## config.mk

```make
export PLATFORM = sky130hd
export DESIGN_NAME = rgb_to_nv12_converter_core_flat
export DESIGN_NICKNAME = d
export VERILOG_FILES = /design/src/hw/rtl/rnv12_pkg.sv /design/src/hw/rtl/rnv12_pix_if.sv /design/src/hw/rtl/rnv12_res_if.sv /design/src/hw/rtl/rnv12_front.sv /design/src/hw/rtl/rnv12_queue.sv /design/src/hw/rtl/rnv12_back.sv /design/src/hw/rtl/rgb_to_nv12_converter_core.sv /design/src/flat_wrapper.sv
export SDC_FILE = /design/constraint.sdc
export NUM_CORES = 1
export LEC_CHECK = 0
export BUFFER_PORTS_ARGS = -buffer_cell sky130_fd_sc_hd__buf_2
export CORE_MARGIN = 3
export CORE_UTILIZATION = 40
export DETAILED_ROUTE_END_ITERATION = 6
export PLACE_DENSITY_LB_ADDON = 0.1
export SYNTH_ARGS = -nofsm -noshare
export SYNTH_HDL_FRONTEND = slang
export SYNTH_SLANG_ARGS = --single-unit
```

## constraint.sdc

```tcl
create_clock -name i_clk -period 15.3 [get_ports i_clk]
set_input_delay 4.59 -clock i_clk [delete_from_list [all_inputs] [get_ports i_clk]]
set_output_delay 4.59 -clock i_clk [all_outputs]
set_load 0.01 [all_outputs]
```

## src/hw/rtl/rnv12_pkg.sv

```systemverilog
package rnv12_pkg;

    localparam int MAX_DIM   = 4096;
    localparam int DIM_W     = $clog2(MAX_DIM) + 1;
    localparam int CNT_W     = $clog2(MAX_DIM);
    localparam int PIX_W     = 8;
    localparam int LIDX_W    = 24;
    localparam int CIDX_W    = 23;
    localparam int CFG_IDX_W = 1;
    localparam int QDEPTH    = 2;
    localparam int QPTR_W    = $clog2(QDEPTH);
    localparam int QCNT_W    = $clog2(QDEPTH + 1);
    localparam int SUM_W     = 18;

    localparam logic [DIM_W-1:0] WIDTH_RST  = DIM_W'(1920);
    localparam logic [DIM_W-1:0] HEIGHT_RST = DIM_W'(1080);
    localparam logic [DIM_W-1:0] DIM_MAX_V  = DIM_W'(MAX_DIM);

    typedef enum logic [CFG_IDX_W-1:0] {
        REG_FRAME_WIDTH  = 1'b0,
        REG_FRAME_HEIGHT = 1'b1
    } t_cfg_reg;

    typedef struct packed {
        logic [PIX_W-1:0]  red;
        logic [PIX_W-1:0]  green;
        logic [PIX_W-1:0]  blue;
        logic [LIDX_W-1:0] luma_index;
        logic              chroma_valid;
        logic [CIDX_W-1:0] chroma_index;
        logic              frame_end;
    } t_item;

    typedef struct packed {
        logic [PIX_W-1:0]  luma;
        logic [LIDX_W-1:0] luma_index;
        logic              chroma_valid;
        logic [PIX_W-1:0]  cb;
        logic [PIX_W-1:0]  cr;
        logic [CIDX_W-1:0] chroma_index;
        logic              frame_end;
    } t_result;

    function automatic logic [DIM_W-1:0] eff_dim(input logic [DIM_W-1:0] v);
        logic [DIM_W-1:0] res;
        res = v;
        if (v == '0) begin
            res = DIM_W'(1);
        end else if (v > DIM_MAX_V) begin
            res = DIM_MAX_V;
        end
        return res;
    endfunction

    function automatic logic [PIX_W-1:0] clamp_u9(input logic [PIX_W:0] v);
        return v[PIX_W] ? {PIX_W{1'b1}} : v[PIX_W-1:0];
    endfunction

endpackage

```

## src/hw/rtl/rnv12_pix_if.sv

```systemverilog
interface rnv12_pix_if;
    import rnv12_pkg::*;
    logic             valid;
    logic             ready;
    logic [PIX_W-1:0] red;
    logic [PIX_W-1:0] green;
    logic [PIX_W-1:0] blue;

    modport source (output valid, red, green, blue, input ready);
    modport sink (input valid, red, green, blue, output ready);
endinterface

```

## src/hw/rtl/rnv12_res_if.sv

```systemverilog
interface rnv12_res_if;
    import rnv12_pkg::*;
    logic              valid;
    logic              ready;
    logic [PIX_W-1:0]  luma;
    logic [LIDX_W-1:0] luma_index;
    logic              chroma_valid;
    logic [PIX_W-1:0]  cb;
    logic [PIX_W-1:0]  cr;
    logic [CIDX_W-1:0] chroma_index;
    logic              frame_end;

    modport source (output valid, luma, luma_index, chroma_valid, cb, cr, chroma_index,
                    frame_end, input ready);
    modport sink (input valid, luma, luma_index, chroma_valid, cb, cr, chroma_index,
                  frame_end, output ready);
endinterface

```

## src/hw/rtl/rnv12_front.sv

```systemverilog
module rnv12_front
    import rnv12_pkg::*;
(
    input  logic                 i_clk,
    input  logic                 i_rst_n,
    input  logic                 i_cfg_we,
    input  logic [CFG_IDX_W-1:0] i_cfg_idx,
    input  logic [DIM_W-1:0]     i_cfg_data,
    rnv12_pix_if.sink            i_pix,
    input  logic                 i_full,
    output logic                 o_push,
    output t_item                o_item
);

    logic [DIM_W-1:0]  r_width, n_width;
    logic [DIM_W-1:0]  r_height, n_height;
    logic [CNT_W-1:0]  r_col, n_col;
    logic [CNT_W-1:0]  r_row, n_row;
    logic [LIDX_W-1:0] r_luma_idx, n_luma_idx;
    logic [CIDX_W-1:0] r_cbase, n_cbase;
    logic              last_col;
    logic              last_row;
    logic              cvalid;

    assign i_pix.ready = !i_full;
    assign o_push      = i_pix.valid && !i_full;

    assign last_col = {1'b0, r_col} >= (r_width - DIM_W'(1));
    assign last_row = {1'b0, r_row} >= (r_height - DIM_W'(1));
    assign cvalid   = !r_row[0] && !r_col[0];

    always_comb begin
        o_item.red          = i_pix.red;
        o_item.green        = i_pix.green;
        o_item.blue         = i_pix.blue;
        o_item.luma_index   = r_luma_idx;
        o_item.chroma_valid = cvalid;
        o_item.chroma_index = cvalid ? (r_cbase + CIDX_W'(r_col)) : '0;
        o_item.frame_end    = last_col && last_row;
    end

    always_comb begin
        n_width    = r_width;
        n_height   = r_height;
        n_col      = r_col;
        n_row      = r_row;
        n_luma_idx = r_luma_idx;
        n_cbase    = r_cbase;
        if (i_cfg_we) begin
            unique case (t_cfg_reg'(i_cfg_idx))
                REG_FRAME_WIDTH:  n_width  = eff_dim(i_cfg_data);
                REG_FRAME_HEIGHT: n_height = eff_dim(i_cfg_data);
                default: ;
            endcase
            n_col      = '0;
            n_row      = '0;
            n_luma_idx = '0;
            n_cbase    = '0;
        end else if (o_push) begin
            n_luma_idx = r_luma_idx + LIDX_W'(1);
            if (last_col) begin
                n_col = '0;
                if (last_row) begin
                    n_row      = '0;
                    n_luma_idx = '0;
                    n_cbase    = '0;
                end else begin
                    n_row = r_row + CNT_W'(1);
                    if (r_row[0]) begin
                        n_cbase = r_cbase + CIDX_W'(r_width);
                    end
                end
            end else begin
                n_col = r_col + CNT_W'(1);
            end
        end
    end

    always_ff @(posedge i_clk) begin
        if (!i_rst_n) begin
            r_width    <= WIDTH_RST;
            r_height   <= HEIGHT_RST;
            r_col      <= '0;
            r_row      <= '0;
            r_luma_idx <= '0;
            r_cbase    <= '0;
        end else begin
            r_width    <= n_width;
            r_height   <= n_height;
            r_col      <= n_col;
            r_row      <= n_row;
            r_luma_idx <= n_luma_idx;
            r_cbase    <= n_cbase;
        end
    end

`ifndef SYNTH
    a_col_in_frame: assert property (@(posedge i_clk) disable iff (!i_rst_n)
        {1'b0, r_col} < r_width)
        else $error("column beyond frame width");
    a_row_in_frame: assert property (@(posedge i_clk) disable iff (!i_rst_n)
        {1'b0, r_row} < r_height)
        else $error("row beyond frame height");
    a_wrap_clears: assert property (@(posedge i_clk) disable iff (!i_rst_n)
        (o_push && o_item.frame_end && !i_cfg_we) |=> (r_luma_idx == '0 && r_cbase == '0))
        else $error("frame wrap did not clear indices");
`endif

endmodule

```

## src/hw/rtl/rnv12_queue.sv

```systemverilog
module rnv12_queue
    import rnv12_pkg::*;
(
    input  logic  i_clk,
    input  logic  i_rst_n,
    input  logic  i_push,
    input  t_item i_item,
    output logic  o_full,
    input  logic  i_pop,
    output logic  o_valid,
    output t_item o_item
);

    t_item             r_mem [QDEPTH];
    logic [QPTR_W-1:0] r_wr_ptr;
    logic [QPTR_W-1:0] r_rd_ptr;
    logic [QCNT_W-1:0] r_count;

    assign o_full  = r_count == QCNT_W'(QDEPTH);
    assign o_valid = r_count != '0;
    assign o_item  = r_mem[r_rd_ptr];

    always_ff @(posedge i_clk) begin
        if (i_push) begin
            r_mem[r_wr_ptr] <= i_item;
        end
    end

    always_ff @(posedge i_clk) begin
        if (!i_rst_n) begin
            r_wr_ptr <= '0;
            r_rd_ptr <= '0;
            r_count  <= '0;
        end else begin
            if (i_push) begin
                r_wr_ptr <= r_wr_ptr + QPTR_W'(1);
            end
            if (i_pop) begin
                r_rd_ptr <= r_rd_ptr + QPTR_W'(1);
            end
            r_count <= r_count + QCNT_W'(i_push) - QCNT_W'(i_pop);
        end
    end

`ifndef SYNTH
    a_no_overflow: assert property (@(posedge i_clk) disable iff (!i_rst_n)
        r_count <= QCNT_W'(QDEPTH))
        else $error("queue count beyond depth");
    a_no_underflow: assert property (@(posedge i_clk) disable iff (!i_rst_n)
        i_pop |-> r_count != '0)
        else $error("pop from empty queue");
    a_no_push_full: assert property (@(posedge i_clk) disable iff (!i_rst_n)
        i_push |-> !o_full)
        else $error("push into full queue");
`endif

endmodule

```

## src/hw/rtl/rnv12_back.sv

```systemverilog
module rnv12_back
    import rnv12_pkg::*;
(
    input  logic       i_clk,
    input  logic       i_rst_n,
    input  logic       i_valid,
    input  t_item      i_item,
    output logic       o_pop,
    rnv12_res_if.source o_res
);

    typedef struct packed {
        logic [LIDX_W-1:0] luma_index;
        logic              chroma_valid;
        logic [CIDX_W-1:0] chroma_index;
        logic              frame_end;
        logic [PIX_W:0]    y9;
        logic [PIX_W:0]    u9;
        logic [PIX_W:0]    v9;
    } t_stage;

    logic signed [SUM_W-1:0] r_s, g_s, b_s;
    logic signed [SUM_W-1:0] y_sum, u_sum, v_sum;
    logic signed [SUM_W-1:0] u_bias, v_bias;
    logic                    adv;
    logic                    load_s1;
    t_stage                  s1_next;
    t_stage                  r_s1;
    logic                    r_s1_valid;
    t_result                 r_out;
    logic                    r_out_valid;

    assign adv     = !r_out_valid || o_res.ready;
    assign load_s1 = adv || !r_s1_valid;
    assign o_pop   = i_valid && load_s1;

    assign r_s = $signed({{(SUM_W-PIX_W){1'b0}}, i_item.red});
    assign g_s = $signed({{(SUM_W-PIX_W){1'b0}}, i_item.green});
    assign b_s = $signed({{(SUM_W-PIX_W){1'b0}}, i_item.blue});

    assign y_sum = 18'sd66 * r_s + 18'sd129 * g_s + 18'sd25 * b_s + 18'sd128;
    assign u_sum = 18'sd112 * b_s - 18'sd38 * r_s - 18'sd74 * g_s + 18'sd128;
    assign v_sum = 18'sd112 * r_s - 18'sd94 * g_s - 18'sd18 * b_s + 18'sd128;
    assign u_bias = u_sum + 18'sd32768;
    assign v_bias = v_sum + 18'sd32768;

    always_comb begin
        s1_next.luma_index   = i_item.luma_index;
        s1_next.chroma_valid = i_item.chroma_valid;
        s1_next.chroma_index = i_item.chroma_index;
        s1_next.frame_end    = i_item.frame_end;
        s1_next.y9           = y_sum[16:8] + (PIX_W+1)'(16);
        s1_next.u9           = u_bias[16:8];
        s1_next.v9           = v_bias[16:8];
    end

    always_ff @(posedge i_clk) begin
        if (load_s1) begin
            r_s1 <= s1_next;
        end
        if (adv && r_s1_valid) begin
            r_out.luma         <= clamp_u9(r_s1.y9);
            r_out.luma_index   <= r_s1.luma_index;
            r_out.chroma_valid <= r_s1.chroma_valid;
            r_out.cb           <= r_s1.chroma_valid ? clamp_u9(r_s1.u9) : '0;
            r_out.cr           <= r_s1.chroma_valid ? clamp_u9(r_s1.v9) : '0;
            r_out.chroma_index <= r_s1.chroma_index;
            r_out.frame_end    <= r_s1.frame_end;
        end
    end

    always_ff @(posedge i_clk) begin
        if (!i_rst_n) begin
            r_s1_valid  <= 1'b0;
            r_out_valid <= 1'b0;
        end else begin
            if (load_s1) begin
                r_s1_valid <= i_valid;
            end
            if (adv) begin
                r_out_valid <= r_s1_valid;
            end
        end
    end

    assign o_res.valid        = r_out_valid;
    assign o_res.luma         = r_out.luma;
    assign o_res.luma_index   = r_out.luma_index;
    assign o_res.chroma_valid = r_out.chroma_valid;
    assign o_res.cb           = r_out.cb;
    assign o_res.cr           = r_out.cr;
    assign o_res.chroma_index = r_out.chroma_index;
    assign o_res.frame_end    = r_out.frame_end;

`ifndef SYNTH
    a_s1_hold: assert property (@(posedge i_clk) disable iff (!i_rst_n)
        (r_s1_valid && !adv) |=> (r_s1_valid && $stable(r_s1)))
        else $error("stage 1 item lost while stalled");
    a_no_chroma_zero: assert property (@(posedge i_clk) disable iff (!i_rst_n)
        (r_out_valid && !r_out.chroma_valid) |->
            (r_out.cb == '0 && r_out.cr == '0 && r_out.chroma_index == '0))
        else $error("chroma fields set on pixel without chroma");
    a_pop_needs_room: assert property (@(posedge i_clk) disable iff (!i_rst_n)
        o_pop |-> (!r_s1_valid || adv))
        else $error("pop while stage 1 blocked");
`endif

endmodule

```

## src/hw/rtl/rgb_to_nv12_converter_core.sv

```systemverilog
// Channel   Dir  Handshake            Payload
// i_pix     in   valid/ready          red, green, blue
// o_res     out  valid/ready          luma, luma_index, chroma_valid, cb, cr,
//                                     chroma_index, frame_end
// i_cfg_*   in   write enable only    index 0 frame_width, 1 frame_height
//
// One pixel per cycle sustained while the queue is not full and the output is not stalled;
// an accepted pixel is written to the queue, then the product stage, then the output register.
// Position counters and indices are updated incrementally in the front, no multiplier.
// Synchronous active-low reset clears counters and valids; sizes go to 1920 x 1080.
// A full two-entry queue drops i_pix.ready; a stalled output holds the back pipeline.
// A register write restarts the frame at row 0, column 0.
module rgb_to_nv12_converter_core
    import rnv12_pkg::*;
(
    input  logic                 i_clk,
    input  logic                 i_rst_n,
    input  logic                 i_cfg_we,
    input  logic [CFG_IDX_W-1:0] i_cfg_idx,
    input  logic [DIM_W-1:0]     i_cfg_data,
    rnv12_pix_if.sink            i_pix,
    rnv12_res_if.source          o_res
);

    logic  push;
    logic  pop;
    logic  full;
    logic  q_valid;
    t_item front_item;
    t_item q_item;

    rnv12_front u_front (
        .i_clk      (i_clk),
        .i_rst_n    (i_rst_n),
        .i_cfg_we   (i_cfg_we),
        .i_cfg_idx  (i_cfg_idx),
        .i_cfg_data (i_cfg_data),
        .i_pix      (i_pix),
        .i_full     (full),
        .o_push     (push),
        .o_item     (front_item)
    );

    rnv12_queue u_queue (
        .i_clk   (i_clk),
        .i_rst_n (i_rst_n),
        .i_push  (push),
        .i_item  (front_item),
        .o_full  (full),
        .i_pop   (pop),
        .o_valid (q_valid),
        .o_item  (q_item)
    );

    rnv12_back u_back (
        .i_clk   (i_clk),
        .i_rst_n (i_rst_n),
        .i_valid (q_valid),
        .i_item  (q_item),
        .o_pop   (pop),
        .o_res   (o_res)
    );

endmodule
```

## src/flat_wrapper.sv

```systemverilog
// flat-port wrapper written by rule: the top's interface ports become plain ports
module rgb_to_nv12_converter_core_flat import rnv12_pkg::*;
  (i_clk, i_rst_n, i_cfg_we, i_cfg_idx, i_cfg_data, i_pix_valid, i_pix_red, i_pix_green, i_pix_blue, i_pix_ready, o_res_valid, o_res_luma, o_res_luma_index, o_res_chroma_valid, o_res_cb, o_res_cr, o_res_chroma_index, o_res_frame_end, o_res_ready);
  rnv12_pix_if i_pix_i ();
  rnv12_res_if o_res_i ();
  input  logic i_clk;
  input  logic i_rst_n;
  input  logic i_cfg_we;
  input  logic [CFG_IDX_W-1:0] i_cfg_idx;
  input  logic [DIM_W-1:0] i_cfg_data;
  input wire logic [$bits(i_pix_i.valid)-1:0] i_pix_valid;
  input wire logic [$bits(i_pix_i.red)-1:0] i_pix_red;
  input wire logic [$bits(i_pix_i.green)-1:0] i_pix_green;
  input wire logic [$bits(i_pix_i.blue)-1:0] i_pix_blue;
  output wire logic [$bits(i_pix_i.ready)-1:0] i_pix_ready;
  output wire logic [$bits(o_res_i.valid)-1:0] o_res_valid;
  output wire logic [$bits(o_res_i.luma)-1:0] o_res_luma;
  output wire logic [$bits(o_res_i.luma_index)-1:0] o_res_luma_index;
  output wire logic [$bits(o_res_i.chroma_valid)-1:0] o_res_chroma_valid;
  output wire logic [$bits(o_res_i.cb)-1:0] o_res_cb;
  output wire logic [$bits(o_res_i.cr)-1:0] o_res_cr;
  output wire logic [$bits(o_res_i.chroma_index)-1:0] o_res_chroma_index;
  output wire logic [$bits(o_res_i.frame_end)-1:0] o_res_frame_end;
  input wire logic [$bits(o_res_i.ready)-1:0] o_res_ready;
  assign i_pix_i.valid = i_pix_valid;
  assign i_pix_i.red = i_pix_red;
  assign i_pix_i.green = i_pix_green;
  assign i_pix_i.blue = i_pix_blue;
  assign i_pix_ready = i_pix_i.ready;
  assign o_res_valid = o_res_i.valid;
  assign o_res_luma = o_res_i.luma;
  assign o_res_luma_index = o_res_i.luma_index;
  assign o_res_chroma_valid = o_res_i.chroma_valid;
  assign o_res_cb = o_res_i.cb;
  assign o_res_cr = o_res_i.cr;
  assign o_res_chroma_index = o_res_i.chroma_index;
  assign o_res_frame_end = o_res_i.frame_end;
  assign o_res_i.ready = o_res_ready;
  rgb_to_nv12_converter_core u_core (.i_clk(i_clk), .i_rst_n(i_rst_n), .i_cfg_we(i_cfg_we), .i_cfg_idx(i_cfg_idx), .i_cfg_data(i_cfg_data), .i_pix(i_pix_i), .o_res(o_res_i));
endmodule
```

==> results of run 1 <==
## cells by family (layout without fill, tap and decap cells)
logic type / after synthesis / count (layout) / share of synthesized area, %
xor gates and xnor gates: 163 / 163 / 5.97
DFF: 399 / 399 / 45.5
other: 0 / 1 / 0
muxes: 78 / 78 / 3.54
and+or+nand+nor: 452 / 452 / 9.41
buffers and inverters: 232 / 404 / 3.69
adders and majority gates: 375 / 375 / 21.7
AOI/OAI and AO/OA: 369 / 369 / 10.2
## critical path: cells and delay by family, from the launching register on
kind	cells	cell delay, ns
DFF	1	0.75
and+or+nand+nor	4	0.40
AOI/OAI and AO/OA	5	1.09
muxes	1	0.55
xor gates and xnor gates	3	0.41
buffers and inverters	4	0.79
adders and majority gates	11	3.76
## registers in the layout (all words and copies together) (netlist names), named ones only
name and count:
u_core.u_front.r_col 12, u_core.u_queue.r_wr_ptr 1, u_core.u_back.r_s1 76, u_core.u_front.r_luma_idx 24, u_core.u_front.r_width 13, u_core.u_back.r_s1_valid 1, u_core.u_queue.r_mem 146, u_core.u_back.o_res.luma_index 24
u_core.u_back.o_res.cr 8, u_core.u_back.o_res.valid 1, u_core.u_back.o_res.frame_end 1, u_core.u_front.r_cbase 23, u_core.u_back.o_res.chroma_valid 1, u_core.u_queue.r_count 2, u_core.u_queue.r_rd_ptr 1, u_core.u_front.r_row 12
u_core.u_back.o_res.luma 8, u_core.u_back.o_res.chroma_index 23, u_core.u_back.o_res.cb 8, u_core.u_front.r_height 13
## synthesized netlist by cell type (7+ instances only)
cell / number / area, um2
sky130_fd_sc_hd__o21ai_0: 67 / 335
sky130_fd_sc_hd__xnor2_1: 109 / 955
sky130_fd_sc_hd__nand4_1: 16 / 100
sky130_fd_sc_hd__ha_1: 305 / 3820
sky130_fd_sc_hd__xor2_1: 53 / 464
sky130_fd_sc_hd__and2_1: 19 / 119
sky130_fd_sc_hd__a211oi_1: 10 / 75.1
sky130_fd_sc_hd__o211ai_1: 12 / 90.1
sky130_fd_sc_hd__clkbuf_1: 26 / 97.6
sky130_fd_sc_hd__or3_1: 30 / 188
sky130_fd_sc_hd__o21a_1: 37 / 278
sky130_fd_sc_hd__nor4_1: 7 / 43.8
sky130_fd_sc_hd__nand2_1: 101 / 379
sky130_fd_sc_hd__and3_1: 16 / 100
sky130_fd_sc_hd__a21boi_0: 14 / 105
sky130_fd_sc_hd__a22o_1: 10 / 87.6
sky130_fd_sc_hd__inv_1: 192 / 721
sky130_fd_sc_hd__mux2_2: 56 / 631
sky130_fd_sc_hd__o21bai_1: 19 / 143
sky130_fd_sc_hd__nor3_1: 28 / 140
sky130_fd_sc_hd__nor2_1: 118 / 443
sky130_fd_sc_hd__edfxtp_1: 295 / 8860
sky130_fd_sc_hd__o31ai_1: 12 / 90.1
sky130_fd_sc_hd__dfxtp_1: 104 / 2080
sky130_fd_sc_hd__mux2i_1: 22 / 220
sky130_fd_sc_hd__nand3b_1: 7 / 52.6
sky130_fd_sc_hd__nor2b_1: 21 / 131
sky130_fd_sc_hd__nand2b_1: 21 / 131
sky130_fd_sc_hd__or4_1: 8 / 60.1
sky130_fd_sc_hd__fa_1: 70 / 1400
sky130_fd_sc_hd__or2_2: 10 / 62.6
sky130_fd_sc_hd__a21oi_1: 110 / 551
sky130_fd_sc_hd__a21o_1: 32 / 240
sky130_fd_sc_hd__nand3_1: 33 / 165
## cells in the final DEF, fill, tap and decap left out, types with 7 or more instances in the layout
master,n
sky130_fd_sc_hd__xor2_1,53
sky130_fd_sc_hd__mux2i_1,22
sky130_fd_sc_hd__a21oi_1,110
sky130_fd_sc_hd__xnor2_1,109
sky130_fd_sc_hd__clkbuf_16,46
sky130_fd_sc_hd__a211oi_1,10
sky130_fd_sc_hd__mux2_2,56
sky130_fd_sc_hd__nand3b_1,7
sky130_fd_sc_hd__a21boi_0,14
sky130_fd_sc_hd__ha_1,305
sky130_fd_sc_hd__dfxtp_1,103
sky130_fd_sc_hd__a22o_1,10
sky130_fd_sc_hd__edfxtp_1,295
sky130_fd_sc_hd__and2_1,19
sky130_fd_sc_hd__nand3_1,33
sky130_fd_sc_hd__or4_1,8
sky130_fd_sc_hd__clkbuf_1,9
sky130_fd_sc_hd__nand2b_1,21
sky130_fd_sc_hd__and3_1,15
sky130_fd_sc_hd__o21a_1,37
sky130_fd_sc_hd__buf_4,11
sky130_fd_sc_hd__nor2b_1,20
sky130_fd_sc_hd__buf_2,117
sky130_fd_sc_hd__o31ai_1,12
sky130_fd_sc_hd__a21o_1,32
sky130_fd_sc_hd__nor2_1,117
sky130_fd_sc_hd__or2_2,10
sky130_fd_sc_hd__fa_1,70
sky130_fd_sc_hd__nor3_1,28
sky130_fd_sc_hd__o21ai_0,67
sky130_fd_sc_hd__nand2_1,100
sky130_fd_sc_hd__nand4_1,16
sky130_fd_sc_hd__inv_1,192
sky130_fd_sc_hd__nor4_1,7
sky130_fd_sc_hd__or3_1,30
sky130_fd_sc_hd__o21bai_1,19
sky130_fd_sc_hd__o211ai_1,12
sky130_fd_sc_hd__clkinv_2,7
## path summary, 6_finish.rpt
kind	endpoint	slack, ns	cells past startpoint
worst max register to register	u_core.u_back.r_s1[26]$_DFFE_PN_	7.25	28
worst max-delay path	u_core.u_back.r_s1[26]$_DFFE_PN_	7.25	28
worst min-delay path	u_core.u_back.o_res.luma_index[21]$_DFFE_PP_	0.42	0
worst min register to register	u_core.u_back.o_res.luma_index[21]$_DFFE_PP_	0.42	0
## layer usage
layer / up-vias / global-route usage, % / routed length, um
li1: 7714 / - / -
met1: 7502 / 21.4 / 23500
met2: 220 / 29.8 / 26000
met3: 70 / 2.73 / 1870
met4: 2 / 4.13 / 1070
met5: - / 0 / 11
## final cells by class
class	count	area, um2	area share (%)
Timing Repair Buffer	128	668	2.47
Clock inverter	23	219	0.811
Sequential cell	399	10900	40.5
Inverter	193	724	2.68
Multi-Input combinational cell	1437	12200	45.3
Antenna cell	1	2.50	0.00926
Tap cell	773	967	3.58
Clock buffer	60	1250	4.64
## per-stage QoR
step / cells / hold slack (ns) / util, % / area, um2 / setup WS (ns)
after floorplan: 2068 / 0.400 / - / 24000 / 6.39
after global routing: 3013 / 0.427 / 45.6 / 27000 / 6.63
final: 3014 / 0.419 / 45.6 / 27000 / 7.25
after CTS: 3013 / 0.417 / 45.6 / 27000 / 7.15
after detailed placement: 2930 / 0.405 / 43.1 / 25500 / 7.20
after global placement: 2930 / 0.404 / 43.1 / 25500 / 7.33
==> results.md, run 1 <==
* Number of hold-slack violations in the final timing report at 0
* Maximum buffer depth of the clock tree at 3
* Distinct cell type count of the synthesized netlist at 72
* Mean routed wirelength per cell at 17.4 um
* Class of the tightest hold or removal check: reg -> reg
* WL final at 52.4 mm
* Register area share after synthesis at 45.5%
* Final RePlAce weighted congestion at 0.814
* Net count after synthesis at 2,486
* Boundary pin count at 118
* Biggest fanout along the worst timing path at 38
* # clock sinks at 399
* Global-route wire length before repair at 83.9 mm
* Clock latency at the later pin of the worst-skew pair at 0.59 ns
* Total setup buffers inserted after CTS at 0
* Antenna violations before repair at 4
* Clk root buf: sky130_fd_sc_hd__clkbuf_16
* Post-synthesis sequential element count at 399
* Slew HR at 25.2%
* Max-slew violation count at 0
* Layout Area Growth over Synthesis at 12.4%
* Deepest level of the CTS H-tree at 2
* Final ANT Viol Nets at 0
* Number of clock buffers inserted by TritonCTS at 46
* Transition time at the pin with the least slew margin at 1.12 ns
* Summed negative setup slack over all endpoints at 0 ns
* Vias per inst at 5.15
* Vertical die dimension at 251 um
* Pin count of the biggest net entering global routing at 73
* HPWL reported at the end of detailed placement at 38.4 mm
* Floorplan die width at 251 um
* Post-CTS clock slew at the launch and capture registers of the worst setup and hold paths at 0.06 ns
* Type of destination of the critical path: flip-flop
* Fillers at 5,518
* Total vias in the final route at 15,508
* Minimum period implied by the final worst setup slack at 8.05 ns
* Post-Syn Area at 0.0240 mm2
* Unrepaired setup endpoints after global routing: no
* Initial Utilization at 40.6%
* Gr ovfl total at 0
* Global-route usage over all layers at 16.8%
* Outcome: complete, no violations
* Buffers on Ports at 117
* Cell at the slowest stage of the critical path: sky130_fd_sc_hd__dfxtp_4
* Max stage delay on crit path at 0.75 ns
* Mean cell area of the mapped netlist at 11.6 um2
* Row cnt at 89
* Fraction of the cycle the final worst path needs at 52.6%
* DRC Markers at 0
* Crit path required time at 15.61 ns
* Core box area at 0.0592 mm2
* Die area at 0.0631 mm2
* # nets final at 2,623
* Hold buffer count at cts at 0
* First-pass detailed-route iteration total at 5
* Crit path DAT at 8.37 ns
* Post-cts resize count at 0
* Predominant post-synthesis flop cell: sky130_fd_sc_hd__edfxtp_1
* Class of the most critical setup path: reg -> reg
* Fraction of layout instances using a drive strength above 1 at 12.8%
* Synthesis Warnings at 0
* TritonCTS clock tree: built
* Cell count after synthesis at 2,068
* Number of max-cap violations at 0
* Timing-limited maximum frequency at 124 MHz
* Via count of the first global-routing pass at 15,765
* Worst hold start: u_core.u_back.r_s1[73]$_DFFE_PN_
* Setup clock skew after layout at 0.0336 ns
* Dominant cell type by count on the critical path: sky130_fd_sc_hd__ha_1
* Number of setup violations in the final report at 0
* Share of synthesized registers carrying an async set or reset at 0%
* Initial DRC count at 644
* Launching element type of the critical path: flip-flop
* Number of flops mapped to enable cells by yosys at 295
Power of run 1 is left out: the tool's default activity adds up to more than one toggle a clock period on the data nets, which glitch-free logic cannot reach.
==> run 2, diff against run 1 <==
Clock period 15.3 ns to 7 ns, I/O delays scaled along.
==> run 2 against run 1 <==
Compared with the run above:
- register-to-register slack worse by 7.0 ns
- clock skew decreased by 0.014 ns
- die area unchanged
- critical path type unchanged
- critical endpoint unchanged
==> results.md, run 2 (synthesis gave the netlist of run 1 again) <==
* Outcome: complete, no violations
* Mean routed wirelength per cell at 17.6 um (+0.96%)
* Number of max-cap violations at 0 (unchanged)
* Class of the most critical setup path: reg -> reg
* Multi-input gate area at 0.0123 mm2 (+0.36%)
* # diodes at 0 (-1)
* Class of the tightest hold or removal check: reg -> reg
* Number of hold-slack violations in the final timing report at 0 (unchanged)
* Global-route usage over all layers at 17.0% (+0.23 points)
* Final RePlAce weighted congestion at 0.859 (+5.5%)
* Global-route wire length before repair at 84.8 mm (+1.1%)
* Via count of the first global-routing pass at 15,977 (+1.3%)
* # clock sinks at 399 (unchanged)
* Transition time at the pin with the least slew margin at 1.12 ns (+0.000523 ns)
* Antenna violations before repair at 1 (-3)
* Leading cell type in the layout, fill and taps excluded: sky130_fd_sc_hd__ha_1
* Biggest regs: u_core.u_queue.r_mem x146, u_core.u_back.r_s1 x76
* Initial Utilization at 40.6% (unchanged)
* DRC Markers at 0 (unchanged)
* Maximum buffer depth of the clock tree at 3 (unchanged)
* HPWL reported at the end of detailed placement at 39.6 mm (+3.1%)
* Reg-to-reg slack, setup at 0.29 ns (-6.95 ns)
* Register name with the most flops: u_core.u_queue.r_mem
* Row cnt at 89 (unchanged)
* Slew HR at 25.0% (-0.19 points)
* Boundary pin count at 118 (unchanged)
* Total vias in the final route at 15,547 (+0.25%)
* Vias per inst at 5.10 (-0.83%)
* Initial DRC count at 534 (-17%)
* TritonCTS clock tree: built
* Layout Area Growth over Synthesis at 14.4%
* Floorplan die width at 251 um (unchanged)
* Minimum period implied by the final worst setup slack at 6.71 ns (-1.35 ns)
* Gr ovfl total at 0 (unchanged)
* End of the critical path: u_core.u_back.r_s1[26]$_DFFE_PN_
* Core box area at 0.0592 mm2 (unchanged)
* Clock latency at the later pin of the worst-skew pair at 0.57 ns (-0.02 ns)
* Setup clock skew after layout at 0.0199 ns (-0.0137 ns)
* Crit path required time at 7.31 ns (-8.30 ns)
* R2r worst-path depth at 24 (-14%)
* Most used cells in the layout excluding fill and tap cells: 305 x sky130_fd_sc_hd__ha_1, 295 x sky130_fd_sc_hd__edfxtp_1, 192 x sky130_fd_sc_hd__inv_1, 117 x sky130_fd_sc_hd__nor2_1, 117 x sky130_fd_sc_hd__buf_2
* Fraction of the cycle the final worst path needs at 95.8% (+43 points)
* Flip-flop count of the largest register, all copies and words added at 146 (unchanged)
* Number of setup violations in the final report at 0 (unchanged)
* Clk root buf: sky130_fd_sc_hd__clkbuf_16
* Hold buffer count at cts at 0 (unchanged)
* # nets final at 2,657 (+1.3%)
* WL final at 53.5 mm (+2.1%)
* RR Endpoint: u_core.u_back.r_s1[26]$_DFFE_PN_
* Max-slew violation count at 0 (unchanged)
* Pin count of the biggest net entering global routing at 74 (+1.4%)
* Biggest fanout along the worst timing path at 8 (-79%)
* Final ANT Viol Nets at 0 (unchanged)
* Vertical die dimension at 251 um (unchanged)
* Buffers on Ports at 117 (unchanged)
* Type of destination of the critical path: flip-flop
* Utilization of the core after routing at 46.4% (+0.80 points)
* First-pass detailed-route iteration total at 4 (-1)
* Die area at 0.0631 mm2 (unchanged)
* Fillers at 5,439 (-1.4%)
* Post-CTS clock slew at the launch and capture registers of the worst setup and hold paths at 0.06 ns (about the same)
* Deepest level of the CTS H-tree at 2 (unchanged)
* Timing-limited maximum frequency at 149 MHz (+20%)
* Crit path DAT at 7.01 ns (-1.36 ns)
* Number of clock buffers inserted by TritonCTS at 45 (-2.2%)
* Launching element type of the critical path: flip-flop
* Register area at 0.0109 mm2 (unchanged)
* Fraction of layout instances using a drive strength above 1 at 14.5% (+1.7 points)
-- run 2: changes by cell type in the layout (fill, tap and decap cells not counted), moves of 2 or more --
| cell | previous run | this run |
|---|---|---|
| sky130_fd_sc_hd__buf_4 | 11 | 43 |
| sky130_fd_sc_hd__bufinv_16 | 2 | 8 |
| sky130_fd_sc_hd__clkbuf_1 | 9 | 5 |
| sky130_fd_sc_hd__clkbuf_8 | 5 | 1 |
| sky130_fd_sc_hd__clkbuf_16 | 46 | 49 |
| sky130_fd_sc_hd__inv_6 | 4 | 1 |
| sky130_fd_sc_hd__clkinv_1 | 5 | 7 |
| sky130_fd_sc_hd__clkinv_4 | 2 | 0 |
| sky130_fd_sc_hd__o21ai_0 | 67 | 65 |
-- run 2: timing repair --
| action | CTS | global route |
|---|---|---|
| hold endpoints to repair | 0 | 0 |
| setup buffers | 0 | 2 |
| endpoints found under the setup margin | 0 | 4 |
| gates resized for setup | 0 | 10 |
-- run 2: layout make-up --
type	count	area share (%)
timing repair buffer	163	3.57
sequential	399	39.8
clock inverter	28	1.32
inverter	193	2.64
clock buffer	54	4.49
multi-input combinational	1437	44.7
tap	773	3.52
-- run 2: stage by stage --
stage | area, um2 | hold slack, ns | std cells | TNS [ns] | setup slack, ns
final | 27500 | 0.417 | 3047 | 0 | 0.294
after global routing | 27500 | 0.424 | 3047 | -0.0493 | -0.0493
after CTS | 27400 | 0.418 | 3044 | 0 | 0.202
after detailed placement | 25800 | 0.406 | 2962 | 0 | 0.238
after global placement | 25800 | 0.404 | 2962 | 0 | 0.247
after floorplan | 24000 | 0.400 | 2068 | 0 | 0.0201
-- run 2: worst min path at each step --
stage | start | endpoint | slack, ns | cells after the start
6_report | u_core.u_back.r_s1[28]$_DFFE_PN_ | u_core.u_back.o_res.chroma_index[0]$_DFFE_PP_ | 0.42 | 0
5_1_grt | u_core.u_back.r_s1[29]$_DFFE_PN_ | u_core.u_back.o_res.chroma_index[1]$_DFFE_PP_ | 0.42 | 0
4_1_cts | u_core.u_back.r_s1[28]$_DFFE_PN_ | u_core.u_back.o_res.chroma_index[0]$_DFFE_PP_ | 0.42 | 0
3_5_place_dp | u_core.u_back.r_s1[57]$_DFFE_PN_ | u_core.u_back.o_res.luma_index[5]$_DFFE_PP_ | 0.41 | 0
3_3_place_gp | u_core.u_back.r_s1[57]$_DFFE_PN_ | u_core.u_back.o_res.luma_index[5]$_DFFE_PP_ | 0.40 | 0
2_1_floorplan | u_core.u_back.r_s1[28]$_DFFE_PN_ | u_core.u_back.o_res.chroma_index[0]$_DFFE_PP_ | 0.40 | 0
-- run 2: routing by layer --
layer  global-route usage [%]  vias to the layer above  part of all wire, %
met4                     4.49                        0                  2.3
met5                        0                        -                    0
met1                     21.4                     7548                   45
li1                         -                     7759                    -
met2                     30.4                      169                   50
met3                     2.59                       71                  3.1
-- run 2: critical path: stages, from the launching register on --
cell	delay (ns)
sky130_fd_sc_hd__dfxtp_4	0.44
sky130_fd_sc_hd__mux2_2	0.37
sky130_fd_sc_hd__ha_1	0.30
sky130_fd_sc_hd__ha_1	0.28
sky130_fd_sc_hd__ha_1	0.16
sky130_fd_sc_hd__inv_1	0.05
sky130_fd_sc_hd__fa_1	0.39
sky130_fd_sc_hd__xnor2_1	0.18
sky130_fd_sc_hd__ha_1	0.26
sky130_fd_sc_hd__fa_1	0.51
sky130_fd_sc_hd__inv_1	0.05
sky130_fd_sc_hd__fa_1	0.47
sky130_fd_sc_hd__inv_1	0.05
sky130_fd_sc_hd__fa_1	0.49
sky130_fd_sc_hd__ha_1	0.31
sky130_fd_sc_hd__ha_1	0.34
sky130_fd_sc_hd__nand3_2	0.14
sky130_fd_sc_hd__o311ai_4	0.26
sky130_fd_sc_hd__a21oi_1	0.12
sky130_fd_sc_hd__xnor2_1	0.16
sky130_fd_sc_hd__ha_1	0.24
sky130_fd_sc_hd__nor2b_2	0.19
sky130_fd_sc_hd__a211o_1	0.31
sky130_fd_sc_hd__a221oi_2	0.27
sky130_fd_sc_hd__xnor2_1	0.09
Power of run 2 is left out for the same reason.
==> run 3, diff against run 2 <==
Settings changed: MAX_ROUTING_LAYER set to met4.
==> run 3 against run 2 <==
Compared with the run above:
- utilization about the same
- via count shrank 0.86%
- first-iteration DRC count decreased by 11%
==> results.md, run 3 (synthesis gave the netlist of run 1 again) <==
* Outcome: complete, no violations
* Transition time at the pin with the least slew margin at 1.08 ns (-0.0417 ns)
* Global-route usage over all layers at 17.5% (+0.49 points)
* WL final at 53.0 mm (-0.97%)
* Global-route wire length before repair at 84.9 mm (about the same)
* Flip-flop count of the largest register, all copies and words added at 146 (unchanged)
* # nets final at 2,655 (-0.075%)
* Register name with the most flops: u_core.u_queue.r_mem
* HPWL reported at the end of detailed placement at 39.7 mm (+0.43%)
* Type of destination of the critical path: flip-flop
* Minimum period implied by the final worst setup slack at 6.61 ns (-0.100 ns)
* Final ANT Viol Nets at 0 (unchanged)
* Hold buffer count at cts at 0 (unchanged)
* Total vias in the final route at 15,413 (-0.86%)
* Crit path required time at 7.32 ns (about the same)
* Number of clock buffers inserted by TritonCTS at 45 (unchanged)
* Hold depth at 0 (unchanged)
* RR Endpoint: u_core.u_back.r_s1[26]$_DFFE_PN_
* Floorplan die width at 251 um (unchanged)
* Vertical die dimension at 251 um (unchanged)
* Initial Utilization at 40.6% (unchanged)
* Layout Area Growth over Synthesis at 14.4% (about the same)
* Pin count of the biggest net entering global routing at 62 (-16%)
* Deepest level of the CTS H-tree at 2 (unchanged)
* Antenna violations before repair at 1 (unchanged)
* Number of cells after detailed placement at 2,963 (+0.034%)
* Number of hold-slack violations in the final timing report at 0 (unchanged)
* DRC Markers at 0 (unchanged)
* Max-slew violation count at 0 (unchanged)
* Vias per inst at 5.06 (-0.89%)
* Slew HR at 27.8% (+2.8 points)
* Maximum buffer depth of the clock tree at 3 (unchanged)
* Leading cell type in the layout, fill and taps excluded: sky130_fd_sc_hd__ha_1
* Hold Path Sink: u_core.u_back.o_res.chroma_index[4]$_DFFE_PP_
* Post-CTS clock slew at the launch and capture registers of the worst setup and hold paths at 0.06 ns (about the same)
* Summed negative setup slack over all endpoints at 0 ns (unchanged)
* Biggest fanout along the worst timing path at 7 (-1)
* TritonCTS clock tree: built
* Die area at 0.0631 mm2 (unchanged)
* Via count of the first global-routing pass at 15,955 (-0.14%)
* Fraction of layout instances using a drive strength above 1 at 14.8% (+0.35 points)
* Post-route insts no fill at 3,048 (+0.033%)
* Biggest regs: u_core.u_queue.r_mem x146, u_core.u_back.r_s1 x76
* Clk root buf: sky130_fd_sc_hd__clkbuf_16
* Worst hold start: u_core.u_back.r_s1[32]$_DFFE_PN_
* Buffers on Ports at 117 (unchanged)
* Fraction of the cycle the final worst path needs at 94.4% (-1.4 points)
* Number of max-cap violations at 0 (unchanged)
* Reg-to-reg slack, setup at 0.39 ns (+0.10 ns)
* Class of the most critical setup path: reg -> reg
* Unrepaired setup endpoints after global routing: no
* Crit path DAT at 6.92 ns (-0.09 ns)
* Row cnt at 89 (unchanged)
* Place WS at 0.162 ns (-0.0759 ns)
* Gr ovfl total at 0 (unchanged)
* Total setup buffers inserted after CTS at 0 (unchanged)
* Final RePlAce weighted congestion at 0.853 (-0.62%)
* Most used cells in the layout excluding fill and tap cells: 303 x sky130_fd_sc_hd__ha_1, 295 x sky130_fd_sc_hd__edfxtp_1, 192 x sky130_fd_sc_hd__inv_1, 117 x sky130_fd_sc_hd__nor2_1, 117 x sky130_fd_sc_hd__buf_2
* Setup clock skew after layout at 0.0186 ns (-0.00132 ns)
* R2r worst-path depth at 27 (+13%)
* Mean routed wirelength per cell at 17.4 um (-1.0%)
* Boundary pin count at 118 (unchanged)
* Worst Setup Slack, final at 0.394 ns (+0.100 ns)
* Class of the tightest hold or removal check: reg -> reg
* Clock latency at the later pin of the worst-skew pair at 0.58 ns (about the same)
* Number of setup violations in the final report at 0 (unchanged)
* Initial DRC count at 476 (-11%)
* First-pass detailed-route iteration total at 5 (+1)
* Launching element type of the critical path: flip-flop
* Timing-limited maximum frequency at 151 MHz (+1.5%)
* # clock sinks at 399 (unchanged)
* Core box area at 0.0592 mm2 (unchanged)
run 3: changes by cell type in the layout (fill, tap and decap cells not counted), moves of 2 or more:
cell	delta
sky130_fd_sc_hd__o21ai_0	-2
sky130_fd_sc_hd__clkbuf_16	-2
sky130_fd_sc_hd__ha_1	-2
sky130_fd_sc_hd__ha_4	+2
sky130_fd_sc_hd__clkbuf_1	+4
sky130_fd_sc_hd__o21ai_1	+2
sky130_fd_sc_hd__clkinv_4	+3
sky130_fd_sc_hd__bufinv_16	-3
sky130_fd_sc_hd__clkinv_2	-4
sky130_fd_sc_hd__clkinv_1	-4
sky130_fd_sc_hd__clkinvlp_4	+6
sky130_fd_sc_hd__clkbuf_8	+2
run 3: layout make-up:
cell class / count / area, um2
clock buffer: 59 / 1250
antenna: 1 / 2.50
sequential: 399 / 10900
multi-input combinational: 1437 / 12400
inverter: 193 / 724
timing repair buffer: 161 / 928
fill: 5441 / 31800
clock inverter: 25 / 310
tap: 773 / 967
run 3: how the worst max path moves through the flow:
stage	startpoint	end	slack (ns)
global route	flip-flop	u_core.u_back.r_s1[26]$_DFFE_PN_	0.03
floorplan	flip-flop	u_core.u_back.r_s1[26]$_DFFE_PN_	0.02
CTS	flip-flop	u_core.u_back.r_s1[26]$_DFFE_PN_	0.14
finish	flip-flop	u_core.u_back.r_s1[26]$_DFFE_PN_	0.39
detailed placement	flip-flop	u_core.u_back.r_s1[26]$_DFFE_PN_	0.16
global placement	flip-flop	u_core.u_back.r_s1[26]$_DFFE_PN_	0.26
run 3: what timing repair did:
item                                   CTS  global route
setup endpoints to repair                0             3
endpoints found under the hold margin    0             0
resized for setup                        0            23
run 3: through the flow:
stage	instance area, um2	hold slack (ns)	util, %
finish	27500	0.415	46.4
detailed placement	25800	0.405	43.6
CTS	27400	0.419	46.2
global placement	25800	0.401	43.6
global route	27500	0.425	46.4
floorplan	24000	0.400	-
run 3: critical path, stage by stage (launching register included):
cell,delay (ns)
sky130_fd_sc_hd__dfxtp_4,0.41
sky130_fd_sc_hd__mux2_2,0.36
sky130_fd_sc_hd__ha_1,0.31
sky130_fd_sc_hd__ha_1,0.28
sky130_fd_sc_hd__ha_1,0.16
sky130_fd_sc_hd__inv_1,0.06
sky130_fd_sc_hd__fa_2,0.37
sky130_fd_sc_hd__xnor2_2,0.15
sky130_fd_sc_hd__ha_1,0.30
sky130_fd_sc_hd__fa_1,0.51
sky130_fd_sc_hd__inv_1,0.05
sky130_fd_sc_hd__fa_1,0.48
sky130_fd_sc_hd__inv_1,0.06
sky130_fd_sc_hd__fa_1,0.58
sky130_fd_sc_hd__ha_4,0.21
sky130_fd_sc_hd__ha_4,0.28
sky130_fd_sc_hd__nand3_4,0.10
sky130_fd_sc_hd__o311ai_4,0.35
sky130_fd_sc_hd__a21oi_2,0.11
sky130_fd_sc_hd__xnor2_1,0.15
sky130_fd_sc_hd__ha_1,0.25
sky130_fd_sc_hd__nor2b_2,0.20
sky130_fd_sc_hd__a21oi_1,0.15
sky130_fd_sc_hd__nand2_1,0.06
sky130_fd_sc_hd__nand2_1,0.06
sky130_fd_sc_hd__o21ai_0,0.10
sky130_fd_sc_hd__a221oi_2,0.20
sky130_fd_sc_hd__xnor2_1,0.08
run 3: layer usage:
metal | GRT usage, % | vias to the layer above | wire, um | share of wire (%)
li1 | - | 7779 | - | -
met1 | 21.5 | 7381 | 23900 | 45
met2 | 30.3 | 188 | 26200 | 50
met3 | 2.34 | 65 | 1520 | 2.9
met4 | 4.82 | 0 | 1300 | 2.4
met5 | - | - | 0 | 0
Power of run 3 is left out for the same reason.
